==> src/rtl/ncen_pkg.sv <==
// ----------------------------------------------------------------------------
// ncen_pkg
// Shared constants, register indexes and helpers of the network coding end
// node controller.
// ----------------------------------------------------------------------------
package ncen_pkg;

  // Largest payload that the packet stores can hold
  localparam int MAX_PAYLOAD = 32;
  localparam int ADDR_W      = (MAX_PAYLOAD > 1) ? $clog2(MAX_PAYLOAD) : 1;
  localparam int LEN_W       = 6;
  localparam int BYTE_W      = 8;
  localparam int CFG_IDX_W   = 2;

  localparam logic [LEN_W-1:0]  MAX_LEN = LEN_W'(MAX_PAYLOAD);
  localparam logic [BYTE_W-1:0] BEACON_ID = 8'h00;

  // Register reset values
  localparam logic [BYTE_W-1:0] NODE_ID_RST    = 8'd1;
  localparam logic [BYTE_W-1:0] RELAY_ID_RST   = 8'd3;
  localparam logic [LEN_W-1:0]  PACKET_LEN_RST = 6'd32;
  localparam logic [BYTE_W-1:0] PKT_NUM_RST    = 8'd1;
  localparam logic [BYTE_W-1:0] PKT_NUM_TOP    = 8'd255;

  // Configuration register indexes
  localparam logic [CFG_IDX_W-1:0] CFG_NODE_ID    = 2'd0;
  localparam logic [CFG_IDX_W-1:0] CFG_RELAY_ID   = 2'd1;
  localparam logic [CFG_IDX_W-1:0] CFG_PACKET_LEN = 2'd2;

  // Item kinds
  localparam logic KIND_LINK   = 1'b0;
  localparam logic KIND_SOURCE = 1'b1;

  // Clamp the programmed length to 1..MAX_PAYLOAD
  function automatic logic [LEN_W-1:0] eff_len(input logic [LEN_W-1:0] len);
    logic [LEN_W-1:0] n;
    n = len;
    if (n == '0) n = LEN_W'(1);
    if (n > MAX_LEN) n = MAX_LEN;
    return n;
  endfunction

endpackage

==> src/rtl/network_coding_end_node_ctrl.sv <==
// An idle or checking link byte gives its zero result after the transfer.
// A transmit burst sends its header bytes, then each payload byte after a
// registered read of the packet RAMs; any output stall holds it.
// Throughput: one item at a time; input is not ready while an item is worked.
// Reset: synchronous; restores the configuration registers, clears control state and the origin valid bits.
// ----------------------------------------------------------------------------
// network_coding_end_node_ctrl
// End node of a two-way relay with network coding: classifies relay packets,
// decodes coded packets against the stored origin data and sends bursts.
// ----------------------------------------------------------------------------
module network_coding_end_node_ctrl (
  input  logic                           clk,
  input  logic                           rst,
  // Input item channel
  input  logic                           in_valid,
  output logic                           in_ready,
  input  logic                           req_type,
  input  logic [ncen_pkg::BYTE_W-1:0]    data_byte,
  // Result channel
  output logic                           out_valid,
  input  logic                           out_ready,
  output logic [ncen_pkg::BYTE_W-1:0]    link_byte,
  output logic [ncen_pkg::BYTE_W-1:0]    decoded_byte,
  output logic                           last,
  // Configuration channel
  input  logic                           cfg_valid,
  output logic                           cfg_ready,
  input  logic [ncen_pkg::CFG_IDX_W-1:0] cfg_index,
  input  logic [ncen_pkg::BYTE_W-1:0]    cfg_data
);

  import ncen_pkg::*;

  typedef enum logic [1:0] {
    M_IDLE,
    M_CHECK,
    M_STORE,
    M_LOAD
  } mode_t;

  typedef enum logic [3:0] {
    S_IN,
    S_IDLE_CMP,
    S_CHK_BCN,
    S_CHK_NUM,
    S_CHK_END,
    S_ZERO,
    S_STORE,
    S_NUM_INC,
    S_LD,
    S_HDR,
    S_BRD,
    S_BPUT
  } state_t;

  typedef enum logic [1:0] {
    U_EQ,
    U_XOR,
    U_INC
  } uop_t;

  // Configuration registers
  logic [BYTE_W-1:0] node_id;
  logic [BYTE_W-1:0] relay_id;
  logic [LEN_W-1:0]  packet_len;

  // Control state
  state_t            state;
  mode_t             mode;
  logic [1:0]        check_count;
  logic [1:0]        beacon_hits;
  logic [1:0]        number_hits;
  logic              beacon_seen;
  logic              coded_seen;
  logic              decoded_valid;
  logic [BYTE_W-1:0] packet_number;
  logic [LEN_W-1:0]  byte_index;
  logic [LEN_W-1:0]  burst_idx;
  logic [2:0]        hdr_cnt;
  logic              zero_last;
  logic              burst_pend;
  logic [BYTE_W-1:0] item_byte;
  logic              origin_valid [MAX_PAYLOAD];

  // Shared byte unit
  uop_t              uop;
  logic [BYTE_W-1:0] opa;
  logic [BYTE_W-1:0] opb;
  logic [BYTE_W-1:0] alu_y;
  logic              alu_eq;

  // RAM ports
  logic [ADDR_W-1:0] rd_addr;
  logic [BYTE_W-1:0] org_rdata;
  logic [BYTE_W-1:0] dec_rdata;
  logic [BYTE_W-1:0] origin_byte;
  logic              org_we;
  logic [ADDR_W-1:0] org_waddr;
  logic              dec_we;
  logic [LEN_W-1:0]  load_pos;

  // Result push
  logic              out_free;
  logic              push;
  logic [BYTE_W-1:0] push_link;
  logic [BYTE_W-1:0] push_dec;
  logic              push_last;

  logic [LEN_W-1:0]  len_eff;
  logic [LEN_W-1:0]  byte_index_inc;
  logic [LEN_W:0]    burst_idx_inc;
  logic              burst_done;

  // Check decision
  logic              chk_coded;
  logic              chk_tx;
  mode_t             chk_next;
  logic              chk_beacon_first;

  // Take register writes only between items
  assign cfg_ready = (state == S_IN);
  assign in_ready  = (state == S_IN);
  assign out_free  = !out_valid || out_ready;
  assign len_eff   = eff_len(packet_len);

  assign byte_index_inc = byte_index + LEN_W'(1);
  assign burst_idx_inc  = {1'b0, burst_idx} + (LEN_W+1)'(1);
  assign burst_done     = (burst_idx_inc >= {1'b0, len_eff});
  assign load_pos       = byte_index - LEN_W'(1);

  // Select operands and operation of the shared byte unit
  always_comb begin
    uop = U_EQ;
    opa = item_byte;
    opb = relay_id;
    case (state)
      S_CHK_BCN: opb = BEACON_ID;
      S_CHK_NUM: opb = packet_number;
      S_STORE: begin
        uop = U_XOR;
        opb = origin_byte;
      end
      S_NUM_INC: begin
        uop = U_INC;
        opa = packet_number;
        opb = PKT_NUM_TOP;
      end
      default: ;
    endcase
  end

  // Shared byte unit: compare, xor, or wrapping increment
  always_comb begin
    alu_eq = (opa == opb);
    case (uop)
      U_XOR:   alu_y = opa ^ opb;
      U_INC:   alu_y = alu_eq ? PKT_NUM_RST : opa + BYTE_W'(1);
      default: alu_y = opa;
    endcase
  end

  // Read from the current store index, or the burst index during a burst
  always_comb begin
    if (state == S_HDR || state == S_BRD || state == S_BPUT) begin
      rd_addr = burst_idx[ADDR_W-1:0];
    end else begin
      rd_addr = byte_index[ADDR_W-1:0];
    end
  end

  // Origin entries never loaded read as zero
  assign origin_byte = origin_valid[rd_addr] ? org_rdata : '0;

  assign org_we    = (state == S_LD) && (byte_index != '0) && (load_pos < MAX_LEN);
  assign org_waddr = load_pos[ADDR_W-1:0];
  assign dec_we    = (state == S_STORE) && (byte_index < MAX_LEN);

  ncen_ram #(
    .WIDTH (BYTE_W),
    .DEPTH (MAX_PAYLOAD)
  ) u_origin_ram (
    .clk   (clk),
    .we    (org_we),
    .waddr (org_waddr),
    .wdata (item_byte),
    .raddr (rd_addr),
    .rdata (org_rdata)
  );

  ncen_ram #(
    .WIDTH (BYTE_W),
    .DEPTH (MAX_PAYLOAD)
  ) u_decoded_ram (
    .clk   (clk),
    .we    (dec_we),
    .waddr (byte_index[ADDR_W-1:0]),
    .wdata (alu_y),
    .raddr (rd_addr),
    .rdata (dec_rdata)
  );

  // Decide the outcome of a completed three-byte check
  always_comb begin
    chk_coded        = coded_seen;
    chk_tx           = 1'b0;
    chk_next         = M_IDLE;
    chk_beacon_first = 1'b0;
    if (number_hits >= 2'd2) begin
      chk_coded = 1'b1;
      chk_next  = M_STORE;
    end else begin
      chk_tx = 1'b1;
    end
    if (!chk_coded) begin
      chk_tx = 1'b0;
      if (beacon_hits >= 2'd2) begin
        if (!beacon_seen) begin
          chk_beacon_first = 1'b1;
          chk_next         = M_LOAD;
        end else begin
          chk_tx = 1'b1;
        end
      end
    end
  end

  // Build the result to push in the current state
  always_comb begin
    push      = 1'b0;
    push_link = '0;
    push_dec  = '0;
    push_last = 1'b0;
    case (state)
      S_ZERO: begin
        push      = out_free;
        push_last = zero_last;
      end
      S_HDR: begin
        push      = out_free;
        push_link = (hdr_cnt < 3'd3) ? node_id : packet_number;
        push_dec  = (decoded_valid && hdr_cnt == 3'd5) ? node_id : '0;
      end
      S_BPUT: begin
        push      = out_free;
        push_link = origin_byte;
        push_dec  = decoded_valid ? dec_rdata : '0;
        push_last = burst_done;
      end
      default: ;
    endcase
  end

  // Sequencer, state and output register
  always_ff @(posedge clk) begin
    if (rst) begin
      node_id       <= NODE_ID_RST;
      relay_id      <= RELAY_ID_RST;
      packet_len    <= PACKET_LEN_RST;
      state         <= S_IN;
      mode          <= M_IDLE;
      check_count   <= '0;
      beacon_hits   <= '0;
      number_hits   <= '0;
      beacon_seen   <= 1'b0;
      coded_seen    <= 1'b0;
      decoded_valid <= 1'b0;
      packet_number <= PKT_NUM_RST;
      byte_index    <= '0;
      burst_idx     <= '0;
      hdr_cnt       <= '0;
      zero_last     <= 1'b0;
      burst_pend    <= 1'b0;
      out_valid     <= 1'b0;
      for (int i = 0; i < MAX_PAYLOAD; i++) begin
        origin_valid[i] <= 1'b0;
      end
    end else begin
      // Configuration writes; unknown indexes are ignored
      if (cfg_valid && cfg_ready) begin
        case (cfg_index)
          CFG_NODE_ID:    node_id    <= cfg_data;
          CFG_RELAY_ID:   relay_id   <= cfg_data;
          CFG_PACKET_LEN: packet_len <= cfg_data[LEN_W-1:0];
          default: ;
        endcase
      end

      // Output register: load on push, drop after transfer
      if (push) begin
        out_valid    <= 1'b1;
        link_byte    <= push_link;
        decoded_byte <= push_dec;
        last         <= push_last;
      end else if (out_ready) begin
        out_valid <= 1'b0;
      end

      if (org_we) begin
        origin_valid[org_waddr] <= 1'b1;
      end

      case (state)
        // Take an item and dispatch on mode; drop unexpected kinds
        S_IN: begin
          if (in_valid) begin
            item_byte <= data_byte;
            case (mode)
              M_IDLE:  if (req_type == KIND_LINK) state <= S_IDLE_CMP;
              M_CHECK: if (req_type == KIND_LINK) state <= S_CHK_BCN;
              M_STORE: if (req_type == KIND_LINK) state <= S_STORE;
              M_LOAD:  if (req_type == KIND_SOURCE) state <= S_LD;
              default: mode <= M_IDLE;
            endcase
          end
        end

        // Relay id starts a check
        S_IDLE_CMP: begin
          if (alu_eq) mode <= M_CHECK;
          zero_last  <= 1'b1;
          burst_pend <= 1'b0;
          state      <= S_ZERO;
        end

        // Count beacon matches while no coded packet was seen
        S_CHK_BCN: begin
          check_count <= check_count + 2'd1;
          if (alu_eq && !coded_seen && beacon_hits < 2'd3) begin
            beacon_hits <= beacon_hits + 2'd1;
          end
          state <= S_CHK_NUM;
        end

        // Count packet-number matches
        S_CHK_NUM: begin
          if (alu_eq && number_hits < 2'd3) begin
            number_hits <= number_hits + 2'd1;
          end
          state <= S_CHK_END;
        end

        // Close the check after its third byte
        S_CHK_END: begin
          if (check_count == 2'd3) begin
            coded_seen  <= chk_coded;
            number_hits <= '0;
            if (!chk_coded) beacon_hits <= '0;
            if (chk_beacon_first) beacon_seen <= 1'b1;
            check_count <= '0;
            byte_index  <= '0;
            mode        <= chk_next;
            zero_last   <= !chk_tx;
            burst_pend  <= chk_tx;
          end else begin
            zero_last  <= 1'b1;
            burst_pend <= 1'b0;
          end
          state <= S_ZERO;
        end

        // Send the zero result, then the burst if one is due
        S_ZERO: begin
          if (out_free) begin
            if (burst_pend) begin
              hdr_cnt <= '0;
              state   <= S_HDR;
            end else begin
              state <= S_IN;
            end
          end
        end

        // Decode one coded byte against the origin data
        S_STORE: begin
          if (byte_index_inc >= len_eff) begin
            byte_index    <= '0;
            decoded_valid <= 1'b1;
            mode          <= M_LOAD;
            state         <= S_NUM_INC;
          end else begin
            byte_index <= byte_index_inc;
            state      <= S_IN;
          end
        end

        // Advance the packet number, wrapping past the top to one
        S_NUM_INC: begin
          packet_number <= alu_y;
          state         <= S_IN;
        end

        // Skip the first source byte, then fill the origin store
        S_LD: begin
          if (byte_index == '0) begin
            byte_index <= LEN_W'(1);
            state      <= S_IN;
          end else if (byte_index_inc > len_eff) begin
            byte_index <= '0;
            hdr_cnt    <= '0;
            state      <= S_HDR;
          end else begin
            byte_index <= byte_index_inc;
            state      <= S_IN;
          end
        end

        // Header and packet-number bytes of a burst
        S_HDR: begin
          if (out_free) begin
            hdr_cnt <= hdr_cnt + 3'd1;
            if (hdr_cnt == 3'd5) begin
              burst_idx <= '0;
              state     <= S_BRD;
            end
          end
        end

        // Wait for the registered RAM read
        S_BRD: state <= S_BPUT;

        // Payload bytes of a burst
        S_BPUT: begin
          if (out_free) begin
            if (burst_done) begin
              decoded_valid <= 1'b0;
              mode          <= M_IDLE;
              state         <= S_IN;
            end else begin
              burst_idx <= burst_idx_inc[LEN_W-1:0];
              state     <= S_BRD;
            end
          end
        end

        default: state <= S_IN;
      endcase
    end
  end

`ifndef SYNTHESIS
  a_decoded_in_load: assert property (@(posedge clk) disable iff (rst)
    decoded_valid |-> mode == M_LOAD)
    else $error("decoded data pending outside load mode");

  // Beacon hits of the check that first finds a coded packet are kept
  a_counts_clear: assert property (@(posedge clk) disable iff (rst)
    (mode != M_CHECK && state == S_IN) |->
      (check_count == '0 && number_hits == '0 && (coded_seen || beacon_hits == '0)))
    else $error("check counters not cleared outside check");

  a_push_free: assert property (@(posedge clk) disable iff (rst)
    (push && out_valid) |-> out_ready)
    else $error("result pushed over a pending result");

  a_pkt_num_nonzero: assert property (@(posedge clk) disable iff (rst)
    packet_number != '0)
    else $error("packet number reached zero");
`endif

endmodule

==> src/rtl/ncen_ram.sv <==
// ----------------------------------------------------------------------------
// ncen_ram
// Generic single-write, single-read RAM with registered read data.
// ----------------------------------------------------------------------------
module ncen_ram #(
  parameter int WIDTH = 8,
  parameter int DEPTH = 32,
  parameter int AW    = (DEPTH > 1) ? $clog2(DEPTH) : 1
) (
  input  logic             clk,
  input  logic             we,
  input  logic [AW-1:0]    waddr,
  input  logic [WIDTH-1:0] wdata,
  input  logic [AW-1:0]    raddr,
  output logic [WIDTH-1:0] rdata
);

  logic [WIDTH-1:0] mem [DEPTH];

  // Write port and registered read port
  always_ff @(posedge clk) begin
    if (we) begin
      mem[waddr] <= wdata;
    end
    rdata <= mem[raddr];
  end

endmodule
==> config.mk <==
export PLATFORM = sky130hd
export DESIGN_NAME = network_coding_end_node_ctrl
export DESIGN_NICKNAME = d
export VERILOG_FILES = /design/src/rtl/ncen_pkg.sv /design/src/rtl/network_coding_end_node_ctrl.sv /design/src/rtl/ncen_ram.sv
export SDC_FILE = /design/constraint.sdc
export NUM_CORES = 1
export LEC_CHECK = 0
export ABC_AREA = 0
export BUFFER_PORTS_ARGS = -buffer_cell sky130_fd_sc_hd__buf_2
export CAP_MARGIN = 40
export CORE_AREA = 5 5 326 200
export CTS_CLUSTER_SIZE = 12
export DETAILED_ROUTE_END_ITERATION = 8
export DIE_AREA = 0 0 331 205
export GPL_TIMING_DRIVEN = 0
export SKIP_LAST_GASP = 1
export SLEW_MARGIN = 10
export SYNTH_ARGS = -nofsm -noshare
export SYNTH_HDL_FRONTEND = slang
export SYNTH_SLANG_ARGS = --single-unit
==> constraint.sdc <==
create_clock -name clk -period 4.8 [get_ports clk]
set_input_delay 0.48 -clock clk [delete_from_list [all_inputs] [get_ports clk]]
set_output_delay 0.48 -clock clk [all_outputs]
set_load 0.05 [all_outputs]
==> summary.md <==
| Metric | Value |
|---|---|
| H-tree Lvls | 2 |
| Final hold violations | 0 |
| Critical Path Most Common Cell | o21ai_0 |
| Root buf cell | clkbuf_16 |
| Via-to-Cell Ratio | 5.92 |
| # setup viols final | 0 |
| Io pins | 44 |
| Total gr overflow | 0 |
| Final Worst Setup Slack | 95.3 ps |
| Leakage | 10.9 nW |
| Post-Syn Area | 0.0275 mm^2 |
| Register area | 0.0183 mm^2 |
| EDFF count, synth | 537 |
| Worst path max stage delay | 620 ps |
| Sequential area share after synthesis | 66.6% |
| Area grow syn2layout | 14.4% |
| Critical path, cell by cell | clkbuf_4, buf_2, mux2_2, o22ai_1, o21ai_0, a32oi_4, nand2_4, a2111o_1, or4_1, nor2_4, o21ai_0, a22oi_2, buf_12, buf_6 |
| Warnings, synthesis | 0 |
| RSZ-0062 raised after global routing | false |
| IO buf count | 42 |
| Max VDD drop | 259 uV |
| Final Wtd Congestion | 0.931 |
| # fillers | 5195 |
| Antenna-violating nets left | 0 |
| Share of layout cells above drive strength 1 | 17.4% |
| Ys flop type | edfxtp_1 |
| Drt pass-1 iters | 6 |
| Initial antenna violation count | 0 |
| Fin. max-slew vios | 0 |
| Tmin final | 4700 ps |
| DRC Markers | 0 |
| CTS tree | yes |
| Arrival time of the worst setup path | 5160 ps |
| Detailed Place HPWL | 58.3 mm |
| Post-synthesis async set-or-reset flop share | 0% |
| Die ar. | 0.0679 mm^2 |
| Placed cells | 2887 |
| Commonest non-fill, non-tap cell in the layout | edfxtp_1 |
| Starting density of the core | 44.5% |
| P per Cell Area | 353 mW/mm^2 |
| Clock skew | 18.2 ps |
| Reg2reg setup slack | 100 ps |
| Synth Register Bits | 648 |
| Via count | 17700 |
| Drt total wl | 78.8 mm |
| CTS Hold Bufs | 0 |
| Row count | 71 |
| Clock slew at reported path FFs | 60 ps |
| Final cell count without fillers | 2983 |
| Worst Setup End Kind | register |
| Total Routing Usage GR | 23.2% |
| Clk sinks | 648 |
| Setup WS pre-CTS | -869 ps |
| Syn avg cell area | 14.2 um^2 |
| Nets | 2175 |
| Startpoint types | register |
| Crit path kind | register to register |
| Cell family with most CP delay | compound AO/OA/AOI/OAI gates |
| Tightest Pin Transition | 961 ps |
| Status | complete, no violations |
| Worst skew pair latency | 630 ps |
| CP Max Fanout | 20 |
| CTS Buf Count | 61 |
| Slowest CP cell | or4_1 |
| Clock Tree Buf Depth | 3 |
| Worst EP required | 5250 ps |
| Multi-input logic area | 0.00880 mm^2 |
| Syn Inst Count | 1936 |
| Drt wl/cell | 26.4 um |
| Commonest non-fill, non-tap cells in the layout | 537 x edfxtp_1, 234 x nand2_1, 228 x nor2_1, 128 x mux4_2, 111 x dfxtp_1 |
| Global-route wire length before repair | 115 mm |
| Part of the cycle the worst path needs | 98.0% |
| Count of cell types in the netlist | 73 |
| Vias in the first global route | 16800 |
| Fmax achieved | 0.213 GHz |
| Worst path bufs/invs | 4 |
| Die span in x | 331 um |
| HP Class | input port to register |
| Die Ht | 205 um |
| Largest net degree at the start of global routing | 34 |
| Final core utilization | 50.9% |
| Max-cap viol count | 0 |
| Net count after synthesis | 1996 |
| Core ar. | 0.0619 mm^2 |
| 1st-iter DRT viols | 2582 |
| Normalized max-slew margin | 35.3% |
==> flip-flops by register name (all words and copies together) (netlist names), 3 cells and up <==
name and count:
u_origin_ram.mem 256, packet_len 6, u_decoded_ram.mem 256, item_byte 8
byte_index 6, relay_id 8, u_origin_ram.rdata 8, link_byte 8
state 4, hdr_cnt 3, origin_valid 32, node_id 8
packet_number 8, decoded_byte 8, u_decoded_ram.rdata 8, burst_idx 6
==> final cells by class <==
type | count | share of cell area (%)
clock buffers | 84 | 5.25
diodes | 1 | 0.00795
multi-input cells | 1162 | 27.9
clock inverters | 7 | 0.191
plain buffers | 98 | 1.30
well taps | 839 | 3.33
flip-flops and latches | 648 | 58.3
inverters | 28 | 0.334
repair buffers | 116 | 3.40
==> metrics by stage <==
step	power, mW	instance area, um^2	hold WS [ps]	setup TNS [ps]
finish	11.1	31500	30.4	0
global route	11.5	31500	10.0	0
CTS	11.2	31500	5.89	0
detailed placement	6.85	29700	451	-131280
global placement	6.78	28800	449	-365900
floorplan	6.60	27500	436	0
==> power by group <==
part | total [mW] | internal, mW | switching (mW)
combinational | 0.577 | 0.181 | 0.396
sequential | 6.18 | 6.14 | 0.0387
clock | 4.38 | 2.37 | 2.01
total | 11.1 | 8.69 | 2.45
==> synthesized netlist by cell type, types with 9 or more instances <==
library cell	n	area share [%]
a211o_1	10	0.32
a21o_1	13	0.35
a21oi_1	64	1.2
a31oi_1	9	0.20
a32oi_1	10	0.32
buf_1	27	0.37
buf_2	9	0.16
clkbuf_1	58	0.79
dfxtp_1	111	8.1
edfxtp_1	537	59
ha_1	36	1.6
inv_1	25	0.34
mux2_2	12	0.49
mux2i_1	56	2.0
mux4_2	128	10
nand2_1	235	3.2
nand2b_1	15	0.34
nand3_1	101	1.8
nor2_1	230	3.1
nor2b_1	12	0.27
nor3_1	29	0.53
o21ai_0	64	1.2
o22ai_1	13	0.30
xnor2_1	16	0.51
==> cell families after synthesis <==
kind of cell	synth area share, %
XOR/XNOR	0.700
AO/OA/AOI/OAI	5.36
buffers and inverters	1.85
flip-flops	66.6
multiplexers	13.0
adder cells (fa/ha/maj)	1.64
AND/OR/NAND/NOR	10.8
==> metal layers <==
| metal | global-route usage, % | part of all wire [%] |
|---|---|---|
| met5 | 0 | 0 |
| met4 | 3.40 | 1.2 |
| met3 | 8.76 | 13 |
| met2 | 29.2 | 38 |
| met1 | 38.1 | 47 |
==> path summary, 6_finish.rpt <==
path	start	end	cells past startpoint
worst max-delay path	byte_index[1]$_SDFFE_PP0P_	u_decoded_ram.mem[7][0]$_DFFE_PP_	14
worst min-delay path	data_byte[7]	item_byte[7]$_DFFE_PP_	1
worst max register to register	byte_index[1]$_SDFFE_PP0P_	u_decoded_ram.mem[7][0]$_DFFE_PP_	14
worst min register to register	relay_id[0]$_SDFFE_PP1P_	relay_id[0]$_SDFFE_PP1P_	1
==> timing repair <==
action	CTS	global route
resized for setup	8	8
pin swaps	2	1
endpoints found under the setup margin	263	243
buffers inserted	3	1
No activity file was read; power rests on OpenSTA's default activity.
